$ cat src/hdl/lcs_pkg.sv
// ----------------------------------------------------------------------------
// lcs_pkg
// Shared types and constants for the LED chaser and stopwatch block: register
// indexes, reset values, button commands and the control records passed
// between the units.
// ----------------------------------------------------------------------------
package lcs_pkg;

	// Register indexes on the configuration port (byte address is 4 * index).
	localparam logic [2:0] REG_TICK_WHOLE_MS   = 3'd0;
	localparam logic [2:0] REG_TICK_FRAC_US    = 3'd1;
	localparam logic [2:0] REG_WATCH_PERIOD_MS = 3'd2;
	localparam logic [2:0] REG_DELAY_STEP_MS   = 3'd3;
	localparam logic [2:0] REG_DELAY_MIN_MS    = 3'd4;
	localparam logic [2:0] REG_DELAY_MAX_MS    = 3'd5;

	// Register values after reset.
	localparam logic [5:0]  RST_TICK_WHOLE_MS   = 6'd8;
	localparam logic [9:0]  RST_TICK_FRAC_US    = 10'd192;
	localparam logic [9:0]  RST_WATCH_PERIOD_MS = 10'd10;
	localparam logic [15:0] RST_DELAY_STEP_MS   = 16'd100;
	localparam logic [15:0] RST_DELAY_MIN_MS    = 16'd100;
	localparam logic [15:0] RST_DELAY_MAX_MS    = 16'd1000;

	// Microsecond fraction handling.
	localparam logic [9:0]  FRAC_MAX_US = 10'd999;
	localparam logic [10:0] US_PER_MS   = 11'd1000;

	// Accumulator saturation levels.
	localparam logic [16:0] CHASE_ACC_MAX = 17'h1ffff;
	localparam logic [10:0] WATCH_ACC_MAX = 11'h7ff;

	// Chaser pattern constants.
	localparam logic [7:0] LED_ENDS  = 8'h81;
	localparam logic [7:0] LED_UPPER = 8'hf0;
	localparam logic [7:0] LED_LOWER = 8'h0f;
	localparam logic [7:0] LED_FULL  = 8'hff;

	// Stopwatch wrap points (compared before the increment).
	localparam logic [6:0] HUNDREDTHS_LAST = 7'd99;
	localparam logic [5:0] SECONDS_LAST    = 6'd59;
	localparam logic [5:0] MINUTES_LAST    = 6'd59;
	localparam logic [4:0] HOURS_LAST      = 5'd23;

	// Button bit positions in a sample.
	localparam int BTN_START  = 0;
	localparam int BTN_STOP   = 1;
	localparam int BTN_RESET  = 2;
	localparam int BTN_SLOWER = 3;
	localparam int BTN_FASTER = 4;

	// Decoded button command, one per changed sample.
	localparam logic [2:0] CMD_NONE   = 3'd0;
	localparam logic [2:0] CMD_SLOWER = 3'd1;
	localparam logic [2:0] CMD_FASTER = 3'd2;
	localparam logic [2:0] CMD_START  = 3'd3;
	localparam logic [2:0] CMD_STOP   = 3'd4;
	localparam logic [2:0] CMD_CLEAR  = 3'd5;

	// Control for one request being processed.
	typedef struct packed {
		logic       tick;
		logic [2:0] cmd;
	} ctrl_t;

	// Period events raised by a tick.
	typedef struct packed {
		logic chase;
		logic watch;
	} step_t;

endpackage

$ cat src/hdl/lcs_timebase.sv
// ----------------------------------------------------------------------------
// lcs_timebase
// Elapsed-time accumulators. Each tick adds whole milliseconds plus a
// microsecond fraction and raises at most one chaser and one watch event.
// ----------------------------------------------------------------------------
module lcs_timebase
	import lcs_pkg::*;
(
	input  logic        clk,
	input  logic        arst_n,
	input  ctrl_t       ctrl,
	input  logic [5:0]  tick_whole_ms,
	input  logic [9:0]  tick_frac_us,
	input  logic [9:0]  watch_period_ms,
	input  logic [15:0] chase_delay,
	output step_t       step
);

	logic [9:0]  frac_us_acc_q;
	logic [16:0] chase_ms_acc_q;
	logic [10:0] watch_ms_acc_q;

	logic [9:0]  frac;
	logic [10:0] frac_sum;
	logic        frac_carry;
	logic [9:0]  frac_next;
	logic [6:0]  ms;
	logic [17:0] chase_sum;
	logic [16:0] chase_sat;
	logic [11:0] watch_sum;
	logic [10:0] watch_sat;
	logic [16:0] chase_next;
	logic [10:0] watch_next;

	// Fraction carry into the millisecond count.
	always_comb begin
		frac       = (tick_frac_us > FRAC_MAX_US) ? FRAC_MAX_US : tick_frac_us;
		frac_sum   = {1'b0, frac_us_acc_q} + {1'b0, frac};
		frac_carry = (frac_sum >= US_PER_MS);
		frac_next  = frac_carry ? 10'(frac_sum - US_PER_MS) : frac_sum[9:0];
		ms         = {1'b0, tick_whole_ms} + {6'd0, frac_carry};
	end

	// Saturating accumulators, each giving up one period when it is reached.
	always_comb begin
		chase_sum = {1'b0, chase_ms_acc_q} + {11'd0, ms};
		chase_sat = (chase_sum > {1'b0, CHASE_ACC_MAX}) ? CHASE_ACC_MAX : chase_sum[16:0];
		watch_sum = {1'b0, watch_ms_acc_q} + {5'd0, ms};
		watch_sat = (watch_sum > {1'b0, WATCH_ACC_MAX}) ? WATCH_ACC_MAX : watch_sum[10:0];

		step.chase = ctrl.tick && (chase_sat >= {1'b0, chase_delay});
		step.watch = ctrl.tick && (watch_sat >= {1'b0, watch_period_ms});

		chase_next = step.chase ? (chase_sat - {1'b0, chase_delay}) : chase_sat;
		watch_next = step.watch ? (watch_sat - {1'b0, watch_period_ms}) : watch_sat;
	end

	always_ff @(posedge clk or negedge arst_n) begin
		if (!arst_n) begin
			frac_us_acc_q  <= '0;
			chase_ms_acc_q <= '0;
			watch_ms_acc_q <= '0;
		end else if (ctrl.tick) begin
			frac_us_acc_q  <= frac_next;
			chase_ms_acc_q <= chase_next;
			watch_ms_acc_q <= watch_next;
		end
	end

endmodule

$ cat src/hdl/lcs_chaser.sv
// ----------------------------------------------------------------------------
// lcs_chaser
// LED pattern that fills from both ends toward the middle and then empties
// outward, one step per chaser event.
// ----------------------------------------------------------------------------
module lcs_chaser
	import lcs_pkg::*;
(
	input  logic       clk,
	input  logic       arst_n,
	input  step_t      step,
	output logic [7:0] leds_next
);

	logic [7:0] pattern_q;
	logic       filling_q;
	logic [8:0] fill_sum;
	logic [8:0] empty_sum;
	logic       filling_next;

	// Next pattern: the upper half moves down and the lower half up while filling.
	always_comb begin
		fill_sum  = ({1'b0, pattern_q & LED_UPPER} >> 1) + ({1'b0, pattern_q & LED_LOWER} << 1)
			+ {1'b0, LED_ENDS};
		empty_sum = ({1'b0, pattern_q & LED_UPPER} << 1) + ({1'b0, pattern_q & LED_LOWER} >> 1);

		leds_next    = pattern_q;
		filling_next = filling_q;
		if (step.chase) begin
			if (filling_q) begin
				leds_next = (pattern_q == 8'd0) ? LED_ENDS : fill_sum[7:0];
			end else begin
				leds_next = empty_sum[7:0];
			end
			if (leds_next == 8'd0) begin
				filling_next = 1'b1;
			end else if (leds_next == LED_FULL) begin
				filling_next = 1'b0;
			end
		end
	end

	always_ff @(posedge clk or negedge arst_n) begin
		if (!arst_n) begin
			pattern_q <= '0;
			filling_q <= 1'b1;
		end else begin
			pattern_q <= leds_next;
			filling_q <= filling_next;
		end
	end

endmodule

$ cat src/hdl/lcs_watch.sv
// ----------------------------------------------------------------------------
// lcs_watch
// Stopwatch counters hh:mm:ss:hundredths with start, stop and clear.
// ----------------------------------------------------------------------------
module lcs_watch
	import lcs_pkg::*;
(
	input  logic       clk,
	input  logic       arst_n,
	input  ctrl_t      ctrl,
	input  step_t      step,
	output logic [4:0] hours_next,
	output logic [5:0] minutes_next,
	output logic [5:0] seconds_next,
	output logic [6:0] hundredths_next,
	output logic       running_next
);

	logic [4:0] hours_q;
	logic [5:0] minutes_q;
	logic [5:0] seconds_q;
	logic [6:0] hundredths_q;
	logic       running_q;

	// Counting chain with carries, then the button commands.
	always_comb begin
		hours_next      = hours_q;
		minutes_next    = minutes_q;
		seconds_next    = seconds_q;
		hundredths_next = hundredths_q;
		running_next    = running_q;

		if (step.watch && running_q) begin
			if (hundredths_q >= HUNDREDTHS_LAST) begin
				hundredths_next = '0;
				if (seconds_q >= SECONDS_LAST) begin
					seconds_next = '0;
					if (minutes_q >= MINUTES_LAST) begin
						minutes_next = '0;
						hours_next   = (hours_q >= HOURS_LAST) ? 5'd0 : hours_q + 5'd1;
					end else begin
						minutes_next = minutes_q + 6'd1;
					end
				end else begin
					seconds_next = seconds_q + 6'd1;
				end
			end else begin
				hundredths_next = hundredths_q + 7'd1;
			end
		end

		unique case (ctrl.cmd)
			CMD_START: begin
				running_next = 1'b1;
			end
			CMD_STOP: begin
				running_next = 1'b0;
			end
			CMD_CLEAR: begin
				hours_next      = '0;
				minutes_next    = '0;
				seconds_next    = '0;
				hundredths_next = '0;
				running_next    = 1'b0;
			end
			default: begin
			end
		endcase
	end

	always_ff @(posedge clk or negedge arst_n) begin
		if (!arst_n) begin
			hours_q      <= '0;
			minutes_q    <= '0;
			seconds_q    <= '0;
			hundredths_q <= '0;
			running_q    <= 1'b0;
		end else begin
			hours_q      <= hours_next;
			minutes_q    <= minutes_next;
			seconds_q    <= seconds_next;
			hundredths_q <= hundredths_next;
			running_q    <= running_next;
		end
	end

endmodule

$ cat src/hdl/lcs_speed.sv
// ----------------------------------------------------------------------------
// lcs_speed
// Chaser step delay, raised or lowered by one step per press and held
// within the configured limits.
// ----------------------------------------------------------------------------
module lcs_speed
	import lcs_pkg::*;
(
	input  logic        clk,
	input  logic        arst_n,
	input  ctrl_t       ctrl,
	input  logic [15:0] delay_step_ms,
	input  logic [15:0] delay_min_ms,
	input  logic [15:0] delay_max_ms,
	output logic [15:0] delay_q,
	output logic [15:0] delay_next
);

	logic [16:0] up_sum;
	logic [15:0] down_diff;

	// Saturating add and subtract of the step.
	always_comb begin
		up_sum    = {1'b0, delay_q} + {1'b0, delay_step_ms};
		down_diff = (delay_q > delay_step_ms) ? (delay_q - delay_step_ms) : 16'd0;

		unique case (ctrl.cmd)
			CMD_SLOWER: begin
				if (delay_q >= delay_max_ms || up_sum > {1'b0, delay_max_ms}) begin
					delay_next = delay_max_ms;
				end else begin
					delay_next = up_sum[15:0];
				end
			end
			CMD_FASTER: begin
				if (delay_q <= delay_min_ms || down_diff < delay_min_ms) begin
					delay_next = delay_min_ms;
				end else begin
					delay_next = down_diff;
				end
			end
			default: begin
				delay_next = delay_q;
			end
		endcase
	end

	always_ff @(posedge clk or negedge arst_n) begin
		if (!arst_n) begin
			delay_q <= RST_DELAY_MAX_MS;
		end else begin
			delay_q <= delay_next;
		end
	end

endmodule

$ cat src/hdl/led_chaser_and_stopwatch.sv
// ----------------------------------------------------------------------------
// led_chaser_and_stopwatch
// Stopwatch with a two-ended LED chaser driven by timer ticks and button
// samples, with an APB-style register port.
// ----------------------------------------------------------------------------
// Each request on the input stream is a timer tick (tuser 0) or a new button
// sample (tuser 1, buttons in tdata) and yields exactly one result: LED
// pattern, chaser delay, stopwatch time and running flag after that request.
// A request is registered on entry and processed by combinational
// accumulator, carry and saturation logic into the output register, so one
// request per clock is sustained while the output register is not stalled.
// The input side stalls only while a request is held and the output register
// is stalled. Configuration must be written only while no request is in
// flight; the block itself does not enforce this. Reset restores the register
// defaults and sets the chaser delay to 1000 ms.
// ----------------------------------------------------------------------------
module led_chaser_and_stopwatch
	import lcs_pkg::*;
(
	input  logic        clk,
	input  logic        arst_n,
	// Configuration port
	input  logic        psel,
	input  logic        penable,
	input  logic        pwrite,
	input  logic [4:0]  paddr,
	input  logic [31:0] pwdata,
	output logic [31:0] prdata,
	output logic        pready,
	// Request stream
	input  logic        s_tvalid,
	output logic        s_tready,
	input  logic [7:0]  s_tdata,   // [4:0] buttons, [7:5] zero
	input  logic [0:0]  s_tuser,   // [0] action
	// Result stream
	output logic        m_tvalid,
	input  logic        m_tready,
	output logic [55:0] m_tdata    // [7:0] leds, [23:8] delay_ms, [28:24] hours,
	                               // [34:29] minutes, [40:35] seconds,
	                               // [47:41] hundredths, [48] running, [55:49] zero
);

	logic [5:0]  tick_whole_ms_q;
	logic [9:0]  tick_frac_us_q;
	logic [9:0]  watch_period_ms_q;
	logic [15:0] delay_step_ms_q;
	logic [15:0] delay_min_ms_q;
	logic [15:0] delay_max_ms_q;

	logic [2:0]  reg_index;
	logic        reg_write;

	logic        valid_s1;
	logic        action_s1;
	logic [4:0]  buttons_s1;
	logic [4:0]  last_buttons_q;
	logic        advance;
	logic        press;
	ctrl_t       ctrl;
	step_t       step;

	logic [7:0]  leds_next;
	logic [15:0] delay_q;
	logic [15:0] delay_next;
	logic [4:0]  hours_next;
	logic [5:0]  minutes_next;
	logic [5:0]  seconds_next;
	logic [6:0]  hundredths_next;
	logic        running_next;

	// Register port: write on the access cycle, zero-wait reads.
	assign pready    = 1'b1;
	assign reg_index = paddr[4:2];
	assign reg_write = psel && penable && pwrite;

	always_ff @(posedge clk or negedge arst_n) begin
		if (!arst_n) begin
			tick_whole_ms_q   <= RST_TICK_WHOLE_MS;
			tick_frac_us_q    <= RST_TICK_FRAC_US;
			watch_period_ms_q <= RST_WATCH_PERIOD_MS;
			delay_step_ms_q   <= RST_DELAY_STEP_MS;
			delay_min_ms_q    <= RST_DELAY_MIN_MS;
			delay_max_ms_q    <= RST_DELAY_MAX_MS;
		end else if (reg_write) begin
			unique case (reg_index)
				REG_TICK_WHOLE_MS:   tick_whole_ms_q   <= pwdata[5:0];
				REG_TICK_FRAC_US:    tick_frac_us_q    <= pwdata[9:0];
				REG_WATCH_PERIOD_MS: watch_period_ms_q <= pwdata[9:0];
				REG_DELAY_STEP_MS:   delay_step_ms_q   <= pwdata[15:0];
				REG_DELAY_MIN_MS:    delay_min_ms_q    <= pwdata[15:0];
				REG_DELAY_MAX_MS:    delay_max_ms_q    <= pwdata[15:0];
				default: begin
				end
			endcase
		end
	end

	always_comb begin
		unique case (reg_index)
			REG_TICK_WHOLE_MS:   prdata = {26'd0, tick_whole_ms_q};
			REG_TICK_FRAC_US:    prdata = {22'd0, tick_frac_us_q};
			REG_WATCH_PERIOD_MS: prdata = {22'd0, watch_period_ms_q};
			REG_DELAY_STEP_MS:   prdata = {16'd0, delay_step_ms_q};
			REG_DELAY_MIN_MS:    prdata = {16'd0, delay_min_ms_q};
			REG_DELAY_MAX_MS:    prdata = {16'd0, delay_max_ms_q};
			default:             prdata = '0;
		endcase
	end

	// Input register; it moves on whenever the output register can take a result.
	assign advance  = !m_tvalid || m_tready;
	assign s_tready = !valid_s1 || advance;

	always_ff @(posedge clk or negedge arst_n) begin
		if (!arst_n) begin
			valid_s1 <= 1'b0;
		end else if (s_tready) begin
			valid_s1 <= s_tvalid;
		end
	end

	always_ff @(posedge clk) begin
		if (s_tready && s_tvalid) begin
			action_s1  <= s_tuser[0];
			buttons_s1 <= s_tdata[4:0];
		end
	end

	// Decode the request; only a changed button sample acts, with priority slower, faster, start, stop, reset.
	assign press = valid_s1 && advance && action_s1 && (buttons_s1 != last_buttons_q);

	always_comb begin
		ctrl.tick = valid_s1 && advance && !action_s1;
		priority if (!press) begin
			ctrl.cmd = CMD_NONE;
		end else if (buttons_s1[BTN_SLOWER]) begin
			ctrl.cmd = CMD_SLOWER;
		end else if (buttons_s1[BTN_FASTER]) begin
			ctrl.cmd = CMD_FASTER;
		end else if (buttons_s1[BTN_START]) begin
			ctrl.cmd = CMD_START;
		end else if (buttons_s1[BTN_STOP]) begin
			ctrl.cmd = CMD_STOP;
		end else if (buttons_s1[BTN_RESET]) begin
			ctrl.cmd = CMD_CLEAR;
		end else begin
			ctrl.cmd = CMD_NONE;
		end
	end

	always_ff @(posedge clk or negedge arst_n) begin
		if (!arst_n) begin
			last_buttons_q <= '0;
		end else if (press) begin
			last_buttons_q <= buttons_s1;
		end
	end

	lcs_timebase u_timebase (
		.clk             (clk),
		.arst_n          (arst_n),
		.ctrl            (ctrl),
		.tick_whole_ms   (tick_whole_ms_q),
		.tick_frac_us    (tick_frac_us_q),
		.watch_period_ms (watch_period_ms_q),
		.chase_delay     (delay_q),
		.step            (step)
	);

	lcs_chaser u_chaser (
		.clk       (clk),
		.arst_n    (arst_n),
		.step      (step),
		.leds_next (leds_next)
	);

	lcs_watch u_watch (
		.clk             (clk),
		.arst_n          (arst_n),
		.ctrl            (ctrl),
		.step            (step),
		.hours_next      (hours_next),
		.minutes_next    (minutes_next),
		.seconds_next    (seconds_next),
		.hundredths_next (hundredths_next),
		.running_next    (running_next)
	);

	lcs_speed u_speed (
		.clk           (clk),
		.arst_n        (arst_n),
		.ctrl          (ctrl),
		.delay_step_ms (delay_step_ms_q),
		.delay_min_ms  (delay_min_ms_q),
		.delay_max_ms  (delay_max_ms_q),
		.delay_q       (delay_q),
		.delay_next    (delay_next)
	);

	// Output register holding the state after each processed request.
	always_ff @(posedge clk or negedge arst_n) begin
		if (!arst_n) begin
			m_tvalid <= 1'b0;
		end else if (advance) begin
			m_tvalid <= valid_s1;
		end
	end

	always_ff @(posedge clk) begin
		if (advance && valid_s1) begin
			m_tdata <= {7'd0, running_next, hundredths_next, seconds_next, minutes_next,
				hours_next, delay_next, leds_next};
		end
	end

	// A held request is only ever blocked by a stalled result.
	a_stall_cause: assert property (@(posedge clk) disable iff (!arst_n)
		!s_tready |-> (valid_s1 && m_tvalid && !m_tready))
		else $error("input stalled without a stalled result");

	// A request waiting in the input register is not lost or altered.
	a_s1_hold: assert property (@(posedge clk) disable iff (!arst_n)
		(valid_s1 && !advance) |=> (valid_s1 && $stable(action_s1) && $stable(buttons_s1)))
		else $error("waiting request changed");

	// Stopwatch fields delivered stay within their ranges.
	a_time_range: assert property (@(posedge clk) disable iff (!arst_n)
		m_tvalid |-> (m_tdata[28:24] <= HOURS_LAST && m_tdata[34:29] <= MINUTES_LAST
			&& m_tdata[40:35] <= SECONDS_LAST && m_tdata[47:41] <= HUNDREDTHS_LAST))
		else $error("stopwatch field out of range");

	// A slower press never leaves the delay above the upper limit.
	a_slower_cap: assert property (@(posedge clk) disable iff (!arst_n)
		(ctrl.cmd == CMD_SLOWER) |=> (delay_q <= $past(delay_max_ms_q)))
		else $error("delay above upper limit after slower press");

endmodule

$ cat config.mk
export PLATFORM = sky130hd
export DESIGN_NAME = led_chaser_and_stopwatch
export DESIGN_NICKNAME = d
export VERILOG_FILES = /design/src/hdl/lcs_pkg.sv /design/src/hdl/lcs_timebase.sv /design/src/hdl/lcs_chaser.sv /design/src/hdl/lcs_watch.sv /design/src/hdl/lcs_speed.sv /design/src/hdl/led_chaser_and_stopwatch.sv
export SDC_FILE = /design/constraint.sdc
export NUM_CORES = 1
export LEC_CHECK = 0
export BUFFER_PORTS_ARGS = -buffer_cell sky130_fd_sc_hd__buf_2
export CAP_MARGIN = 20
export CELL_PAD_IN_SITES_DETAIL_PLACEMENT = 1
export CELL_PAD_IN_SITES_GLOBAL_PLACEMENT = 2
export CORE_MARGIN = 4
export CORE_UTILIZATION = 41
export CTS_CLUSTER_SIZE = 10
export DETAILED_ROUTE_END_ITERATION = 16
export GPL_TIMING_DRIVEN = 0
export PLACE_DENSITY_LB_ADDON = 0.12
export SLEW_MARGIN = 10
export SYNTH_ARGS = -nofsm -noshare
export SYNTH_HDL_FRONTEND = slang
export SYNTH_SLANG_ARGS = --single-unit
$ cat constraint.sdc
create_clock -name clk -period 11.3 [get_ports clk]
set_clock_uncertainty 0.05 [all_clocks]
set_input_delay 1.13 -clock clk [delete_from_list [all_inputs] [get_ports clk]]
set_output_delay 1.13 -clock clk [all_outputs]
set_load 0.1 [all_outputs]
After elaboration in Yosys (flattened, before gate mapping)
Cells that the tools add are included.

cells by class
  add/subtract/negate cells = 16
  multipliers = 0
  div/mod/pow operators = 0
  $lt $le $gt $ge = 15
  equal/unequal tests = 12
  shift operators = 0
  mux-type cells = 42
  bitwise gates (word level) = 0
  reductions and logical operators = 29

operators with widths
  cell                                                              count
  case mux 16 bit (6 select lines)                                  1
  two-way mux 6 bit                                                 9
  two-way mux 16 bit                                                3
  two-way mux 17 bit                                                2
  two-way mux 8 bit                                                 4
  case mux 16 bit (2 select lines)                                  1
  two-way mux 5 bit                                                 6
  two-way mux 11 bit                                                2
  two-way mux 7 bit                                                 3
  two-way mux 10 bit                                                2
  adder 17 x 7 -> 18 bit                                            1
  greater-than comparator 18 x 17 -> 1 bit (second input constant)  1
  two-way mux 3 bit                                                 6
  adder 16 x 16 -> 17 bit                                           1
  greater-or-equal comparator 17 x 16 -> 1 bit                      1
  greater-than comparator 17 x 16 -> 1 bit                          1
  subtractor 17 x 16 -> 17 bit                                      1
  greater-or-equal comparator 16 bit                                1
  greater-than comparator 16 bit                                    1
  <= comparator 16 bit                                              1
  zero test 8 bit                                                   2
  less-than comparator 16 bit                                       1
  subtractor 16 bit                                                 1
  AND reduction 2 bit                                               7
  31 further kinds                                                  55

storage, ports and cells
  register bits after elaboration = 224
  bits in latches = 0
  bits in writable memories = 0
  ROM bits = 0
  output and inout port bits = 91
  logic and storage cells = 137
  memories = 0

Longest topological paths before layout
Gate-level depths: netlist (run 1).

  depth in word-level cells = 14
  gate-level depth with buffers = 35
  mapped depth without buffers = 34

Hierarchy
A second synthesis (run 1) with hierarchy kept.

second synthesis, totals
  cell total of the unflattened synthesis = 1748
  area total of the unflattened synthesis = 16958.8 µm²

modules (own cells, without submodules)
  module                    instances  cells each  area an instance (µm²)
  led_chaser_and_stopwatch  1          365         5696.7
  lcs_timebase              1          651         5094.9
  lcs_speed                 1          545         4291.6
  lcs_watch                 1          135         1352.5
  lcs_chaser                1          52          523.0

Worst setup path after synthesis (run 1)
No wires, ideal clock.

  path type = register -> register
  start = register tick_frac_us_q[7]
  end = register u_timebase.chase_ms_acc_q[16]
  arrival = 7205 ps
  required time = 11116 ps
  setup slack = 3911 ps
  cell stages (with the launch flop) = 34
  clock period less this slack = 7389 ps
  cells stage by stage = dfstp_2 nand4_1 nor2_1 or2_2 ha_1 inv_1 fa_1 nor2b_1 o21a_1 o21ai_0 a2111o_1 a2111oi_4 a41oi_4 inv_1 ha_1 ha_1 nand3_1 xnor2_1 ha_1 a21oi_1 a311oi_1 nand4_1 clkbuf_1 nand2_1 ha_1 o21a_1 o31a_1 o41a_1 or2_1 o21ai_1 clkbuf_1 a2bb2oi_1 a31oi_1 o31ai_1

on the way
  word-level cells in the longest chain between the ends = 11

ends and longest elaborated chain
  element                                         RTL line                        source
  start, declared                                 led_chaser_and_stopwatch.sv:44  logic [9:0] tick_frac_us_q;
  start signal, assigned                          led_chaser_and_stopwatch.sv:87  REG_TICK_FRAC_US: tick_frac_us_q <= pwdata[9:0];
  greater-than comparator 10 bit                  lcs_timebase.sv:37              frac = (tick_frac_us > FRAC_MAX_US) ? FRAC_MAX_US : tick_frac_us;
  two-way mux 10 bit *                            lcs_timebase.sv:37
  adder 10 x 10 -> 11 bit *                       lcs_timebase.sv:38              frac_sum = {1'b0, frac_us_acc_q} + {1'b0, frac};
  greater-or-equal comparator 11 x 10 -> 1 bit *  lcs_timebase.sv:39              frac_carry = (frac_sum >= US_PER_MS);
  adder 6 x 1 -> 7 bit *                          lcs_timebase.sv:41              ms = {1'b0, tick_whole_ms} + {6'd0, frac_carry};
  adder 17 x 7 -> 18 bit *                        lcs_timebase.sv:46              chase_sum = {1'b0, chase_ms_acc_q} + {11'd0, ms};
  greater-than comparator 18 x 17 -> 1 bit        lcs_timebase.sv:47              chase_sat = (chase_sum > {1'b0, CHASE_ACC_MAX}) ? CHASE_ACC_MAX : chase_sum[16:0];
  two-way mux 17 bit *                            lcs_timebase.sv:47
  greater-or-equal comparator 17 x 16 -> 1 bit    lcs_timebase.sv:51              step.chase = ctrl.tick && (chase_sat >= {1'b0, chase_delay});
  logical AND 1 bit                               lcs_timebase.sv:51
  two-way mux 17 bit *                            lcs_timebase.sv:54              chase_next = step.chase ? (chase_sat - {1'b0, chase_delay}) : chase_sat;
  end signal, assigned                            lcs_timebase.sv:65              chase_ms_acc_q <= chase_next;
  end, declared                                   lcs_timebase.sv:20              logic [16:0] chase_ms_acc_q;

Mark *: on every way between the ends. The rest lies on a longest branch, timed or not.
A chain may end at the register's enable or synchronous reset.

Worst setup path after layout (run 1)
  start = register tick_frac_us_q[6]
  end = register u_timebase.chase_ms_acc_q[3]

Same word-level chain as after synthesis.

==> summary.md, run 1 <==
| Metric | Value |
|---|---|
| Run status | `completed` |
| Synthesized cell area | `16500 um2` |
| Number of buffers inserted to repair setup after CTS | `0` |
| TritonCTS clock tree | `built` |
| Share of final-layout standard cells stronger than drive strength 1 | `0.129` |
| Number of CTS-inserted buffers | `29` |
| Clock edge transition at the registers on the reported setup and hold paths | `0.06 ns` |
| Number of pins exceeding their max-slew limit in the final report | `0` |
| Net switching power | `3.08 mW` |
| Largest stage delay on the critical path | `0.76 ns` |
| Fraction of the yosys area taken by sequential cells | `0.359` |
| Fraction of synthesis flops using an asynchronous set or reset pin | `0.754` |
| Synth area leaders | `sky130_fd_sc_hd__dfrtp_1 (22%), sky130_fd_sc_hd__ha_1 (12%), sky130_fd_sc_hd__edfxtp_1 (10%)` |
| Antenna violations before repair | `2` |
| Number of inserted diodes | `0` |
| Highest fanout seen on the critical path | `10` |
| Proportion of total power due to net switching | `0.510` |
| Maximum number of pins on one net before global-route repair | `90` |
| Combinational share of power | `0.635` |
| Total of max-cap violations | `0` |
| Total die area | `43400 um2` |
| Hold violation count in the final report | `0` |
| CP arrival | `9.98 ns` |
| Max Freq | `104 MHz` |
| Internal | `2.96 mW` |
| Most numerous cell types in the synthesized netlist | `sky130_fd_sc_hd__nand2_1 (174), sky130_fd_sc_hd__ha_1 (155), sky130_fd_sc_hd__dfrtp_1 (145), sky130_fd_sc_hd__a21oi_1 (126), sky130_fd_sc_hd__nor2_1 (114)` |
| Power per standard cell area | `324 nW/um2` |
| Ys flop type | `sky130_fd_sc_hd__dfrtp_1` |
| Routing usage on met2 | `0.430` |
| Reg-to-reg setup timing slack | `1.70 ns` |
| Min Clock Period, post-route | `9.60 ns` |
| CP required | `11.68 ns` |
| Fraction of synthesized cell area taken by the top area cell type | `0.220` |
| Post-synthesis cell count | `1812` |
| Wire per inst | `22.7 um` |
| Period utilization | `0.849` |
| Port-buffer cells | `97` |
| Synthesis-to-layout area growth | `13.2%` |
| Worst slew margin | `0.280` |
| Die Span Y | `208 um` |
| Slowest library cell on the worst path | `sky130_fd_sc_hd__a311oi_1` |
| Cell Rows | `73` |
| Register share of total power | `0.220` |
| Post-detailed-routing wire length | `57000 um` |
| Met3 track utilization from global routing | `0.0261` |
| Average size of a mapped cell | `9.09 um2` |
| Overflow left after global routing | `0` |
| Final Non-Filler Cells | `2511` |
| Post-synthesis cell type with the largest combined area | `sky130_fd_sc_hd__dfrtp_1` |
| Warning count from the yosys run | `0` |
| Clock latency on the worst-skew pair | `0.57 ns` |
| 1st-iter DRT viols | `725` |
| Vias per cell | `5.81` |
| Routing layer with the top usage in global route | `met2` |
| Actual transition at the worst max-transition pin | `1.08 ns` |
| Global-route usage over all layers | `0.258` |
| Clk pwr share | `0.145` |
| Distinct cells, synth | `94` |
| 1st-pass router iterations | `5` |
| Number of setup violations in the final report | `0` |
| Most used standard cell by instance count after synthesis | `sky130_fd_sc_hd__nand2_1` |
| Placeable core area | `39700 um2` |
| Unrepaired setup endpoints after global routing | `no` |
| Initial Util | `0.415` |
| IO Pins | `144` |
| Met1 usage | `0.359` |
| WS Path Type | `reg2reg` |
| Setup TNS after final layout | `0 ns` |
| Depth of the CTS H-tree | `1` |
| Flip-flop and latch count after synthesis | `224` |
| Number of nets still failing antenna checks after routing | `0` |
| Path category of the worst min-delay check | `reg2reg` |
| Number of buffers on the longest clock path | `3` |
| Wire length of the first global-routing pass | `89400 um` |
| Leakage | `8.30 nW` |
| Cell repeated most along the worst path | `sky130_fd_sc_hd__ha_1` |
| Number of buffers added to fix hold violations after cts | `0` |
| Die span in x | `208 um` |
| DRC viols | `0` |
| Number of global-route vias before repair | `15293` |
| EDFF count, synth | `55` |
| Final HPWL DP | `44900 um` |
| Final net count | `2180` |
| Routability-driven placement congestion ratio | `0.933` |
| Via count | `14591` |
| Number of placed instances, taps included | `2457` |
| Worst ir drop on vdd | `0.000144 V` |
| Number of sinks on the clock net | `224` |
| Sort of element at the start of the critical path | `flop` |
| Post-CTS sizing | `0` |
| Worst Setup End Kind | `flop` |
| Root Buffer | `sky130_fd_sc_hd__clkbuf_16` |
worst max-delay path: cells and delay by family (launching register included):
family / cells / cell delay [ns]
compound gates: 13 / 3.80
xor+xnor: 1 / 0.47
fa+ha+maj: 6 / 1.60
buf+inv: 4 / 1.09
flops: 1 / 0.55
simple gates: 9 / 1.89
metrics by stage:
step / utilization / cell area (um2) / power [mW] / worst slack [ns] / hold WS (ns)
floorplan: - / 16600 / 4.10 / 3.91 / 0.399
detailed placement: 0.447 / 17700 / 5.12 / 1.78 / 0.432
global placement: 0.445 / 17700 / 5.02 / 1.91 / 0.415
finish: 0.469 / 18600 / 6.04 / 1.70 / 0.439
CTS: 0.469 / 18600 / 6.04 / 1.73 / 0.447
global route: 0.469 / 18600 / 6.53 / 0.919 / 0.464
area by class of cell:
type                    count  area [um2]
clock inverters             7        52.6
clock buffers              46         840
well taps                 525         657
plain buffers              93         452
multi-input cells        1402        9770
fillers                  4692       21100
flip-flops and latches    224        5910
repair buffers             99         528
inverters                 115         432
layout by cell type, fill, tap and decap left out, drive strengths merged, types with 24 or more instances in the layout:
master,n
nor2,114
buf,137
o21a,32
conb,24
nor2b,25
nor3,32
nand4,32
nand3,47
ha,155
xnor2,46
o21ai,146
o211ai,24
mux2i,27
a21oi,128
inv,117
clkbuf,101
mux2,40
dfrtp,145
dfstp,24
a21o,30
edfxtp,55
nand2,174
a31oi,24
cells by family after synthesis:
| family | after synthesis | share of synthesized area |
|---|---|---|
| compound gates | 548 | 0.221 |
| simple gates | 532 | 0.156 |
| flops | 224 | 0.359 |
| buf+inv | 208 | 0.0536 |
| fa+ha+maj | 163 | 0.127 |
| mux | 68 | 0.0453 |
| xor+xnor | 67 | 0.0365 |
| other cells | 2 | 0.000456 |
sequential cells by signal, summed over array words and instances (netlist names), 7 cells and up:
register	cells
delay_min_ms_q	16
delay_max_ms_q	16
u_speed.delay_q	16
u_timebase.watch_ms_acc_q	11
u_timebase.chase_ms_acc_q	17
u_chaser.pattern_q	8
u_watch.hundredths_q	7
watch_period_ms_q	10
tick_frac_us_q	10
m_tdata	49
u_timebase.frac_us_acc_q	10
delay_step_ms_q	16
power groups by stage:
stage / Sequential, mW / Combinational [mW] / Clock, mW
3_3_place_gp: 1.33 / 3.69 / 0
4_1_cts: 1.33 / 3.81 / 0.898
3_5_place_dp: 1.34 / 3.78 / 0
5_1_grt: 1.36 / 4.24 / 0.935
6_report: 1.33 / 3.83 / 0.877
2_1_floorplan: 1.45 / 2.65 / 0
per-layer routing:
layer	vias up	routed length (um)
li1	6920	-
met1	7304	26700
met2	276	26500
met3	89	2170
met4	2	1670
met5	-	13
final timing paths:
path	cells past startpoint	from	endpoint
max in group asynchronous	2	arst_n	delay_step_ms_q[5]
min in group asynchronous	1	arst_n	u_chaser.pattern_q[3]
hold / removal	2	u_timebase.watch_ms_acc_q[0]	u_timebase.watch_ms_acc_q[0]
hold reg to reg	2	u_timebase.watch_ms_acc_q[0]	u_timebase.watch_ms_acc_q[0]
setup reg to reg	33	tick_frac_us_q[6]	u_timebase.chase_ms_acc_q[3]
setup / recovery	33	tick_frac_us_q[6]	u_timebase.chase_ms_acc_q[3]
(Power assumes the default switching activity.)
==> run 2: changes to the inputs <==
CORE_UTILIZATION = 38   (was 41)
clock period = 9.26 ns   (was 11.3 ns; I/O delays follow)
==> run 2 against run 1 <==
Compared with the run above: sequential power up 22%; sequential cell count stayed put; global-route usage down 1.8 points; clock power grew 31%; setup slack got worse by 1.1 ns; non-clock buffer count is 8 higher; wire length up 0.35%; largest cell class unchanged; highest routed layer is now met4.
==> summary.md, run 2 (synthesized netlist as in run 1, its figures left out) <==
| Metric | Value |
|---|---|
| Most used cells in the layout excluding fill and tap cells | `sky130_fd_sc_hd__nand2_1 (174), sky130_fd_sc_hd__ha_1 (155), sky130_fd_sc_hd__dfrtp_1 (145)` |
| Sort of element at the start of the critical path | `flop` |
| Cell Rows | `76` |
| 1st-pass router iterations | `5` |
| Routing usage on met2 | `0.382` |
| Net switching power | `3.80 mW` |
| Vias per cell | `5.63` |
| CP required | `9.69 ns` |
| Most frequent standard cell in the layout excluding fill and tap cells | `sky130_fd_sc_hd__nand2_1` |
| Routability-driven placement congestion ratio | `0.895` |
| Maximum number of pins on one net before global-route repair | `90` |
| Die span in x | `216 um` |
| Hold violation count in the final report | `0` |
| Slowest library cell on the worst path | `sky130_fd_sc_hd__dfstp_2` |
| Final net count | `2189` |
| Leakage | `8.40 nW` |
| Most flops, register | `m_tdata` |
| Combinational share of power | `0.630` |
| Met1 usage | `0.345` |
| Wire per inst | `22.2 um` |
| Cell repeated most along the worst path | `sky130_fd_sc_hd__ha_1` |
| Max Freq | `115 MHz` |
| Flip-flop count of the largest register after layout | `49` |
| Path category of the worst min-delay check | `in2async` |
| Number of nets still failing antenna checks after routing | `0` |
| Number of pins exceeding their max-slew limit in the final report | `0` |
| Largest stage delay on the critical path | `0.55 ns` |
| Worst ir drop on vdd | `0.000174 V` |
| Global-route usage over all layers | `0.240` |
| Die Span Y | `216 um` |
| Synthesis-to-layout area growth | `14.8%` |
| CP arrival | `9.11 ns` |
| Antenna violations before repair | `3` |
| Worst slew margin | `0.287` |
| Register share of total power | `0.216` |
| Number of global-route vias before repair | `15028` |
| Period utilization | `0.938` |
| Number of buffers on the longest clock path | `3` |
| Unrepaired setup endpoints after global routing | `yes` |
| Clock latency on the worst-skew pair | `0.59 ns` |
| Number of buffers added to fix hold violations after cts | `0` |
| Run status | `completed` |
| Clk pwr share | `0.153` |
| Actual transition at the worst max-transition pin | `1.07 ns` |
| Internal | `3.69 mW` |
| IO Pins | `144` |
| Proportion of total power due to net switching | `0.507` |
| Power per standard cell area | `397 nW/um2` |
| 1st-iter DRT viols | `908` |
| Met3 track utilization from global routing | `0.0278` |
| Overflow left after global routing | `0` |
| Flip-flop and latch area | `5910 um2` |
| Initial Util | `0.383` |
| Depth of the CTS H-tree | `1` |
| Final-layout fill cell count | `5111` |
| Total power after layout | `7.50 mW` |
| Routing layer with the top usage in global route | `met2` |
| Min Clock Period, post-route | `8.68 ns` |
| Placeable core area | `43000 um2` |
| Highest fanout seen on the critical path | `7` |
| Total die area | `46700 um2` |
| Registers with the highest flip-flop counts | `m_tdata: 49 flops, u_timebase.chase_ms_acc_q: 17 flops` |
| Number of sinks on the clock net | `224` |
| Number of CTS-inserted buffers | `30` |
| Clock edge transition at the registers on the reported setup and hold paths | `0.06 ns` |
| Via count | `14533` |
| Min Hold Slack | `0.282 ns` |
| Area of combinational cells with multiple inputs | `9800 um2` |
| Share of final-layout standard cells stronger than drive strength 1 | `0.137` |
| WS Path Type | `reg2reg` |
| Final HPWL DP | `45200 um` |
| Wire length of the first global-routing pass | `88700 um` |
| Root Buffer | `sky130_fd_sc_hd__clkbuf_16` |
| DRC viols | `0` |
| Worst Setup End Kind | `flop` |
| Post-detailed-routing wire length | `57200 um` |
| Number of setup violations in the final report | `0` |
| Total of max-cap violations | `0` |
| TritonCTS clock tree | `built` |
| Port-buffer cells | `97` |
==> run 2: timing repair <==
action,in CTS,in global routing
pin swaps,0,3
buffers inserted,0,7
gates resized for setup,4,6
setup endpoints to repair,29,61
==> run 2: power by group through the flow <==
stage	Sequential, mW	Clock, mW	Combinational (mW)
after floorplan	1.77	0	3.23
after CTS	1.62	1.18	4.67
after detailed placement	1.64	0	4.64
after global routing	1.66	1.22	5.20
final	1.62	1.15	4.73
after global placement	1.63	0	4.53
==> run 2: area by class of cell <==
cell class	count	share of cell area
Buffer	93	0.0240
Timing Repair Buffer	107	0.0311
Clock inverter	8	0.00503
Antenna cell	1	0.000132
Multi-Input combinational cell	1402	0.519
Clock buffer	48	0.0470
Inverter	115	0.0228
Sequential cell	224	0.313
Tap cell	585	0.0387
==> run 2: worst max-delay path, delay by kind of cell, from the launching register on <==
kind | cells | cell delay [ns]
AOI/OAI and AO/OA | 16 | 4.00
buffers and inverters | 5 | 0.56
DFF | 1 | 0.55
adders and majority gates | 6 | 1.77
xor gates and xnor gates | 1 | 0.43
and+or+nand+nor | 7 | 1.19
==> run 2: final timing paths <==
path                                                  start                            end  slack [ns]  depth (start not counted)
worst max-delay path                      tick_frac_us_q[7]  u_timebase.chase_ms_acc_q[16]        0.58                         35
worst min-delay path                                 arst_n          u_chaser.pattern_q[2]        0.28                          1
worst max register to register            tick_frac_us_q[7]  u_timebase.chase_ms_acc_q[16]        0.58                         35
worst min register to register  u_timebase.frac_us_acc_q[4]    u_timebase.frac_us_acc_q[4]        0.44                          2
max in group asynchronous                            arst_n              tick_frac_us_q[7]        7.92                          2
min in group clk                u_timebase.frac_us_acc_q[4]    u_timebase.frac_us_acc_q[4]        0.44                          2
==> run 2: through the flow <==
stage          std cells  area (um2)  setup TNS (ns)  setup slack (ns)   util
6_report            2583       18900               0             0.576  0.440
3_3_place_gp        2516       17800          -0.294           -0.0947  0.414
2_1_floorplan       1834       16600               0              1.87      -
3_5_place_dp        2518       17800           -3.76            -0.391  0.415
5_1_grt             2583       18900          -0.127           -0.0791  0.440
4_1_cts             2574       18800               0             0.158  0.438
==> run 2: metal layers <==
metal	routed length [um]	part of all wire	vias up
li1	-	-	6918
met1	27200	0.48	7220
met2	25700	0.45	317
met3	2600	0.045	78
met4	1690	0.030	0
met5	0	0	-
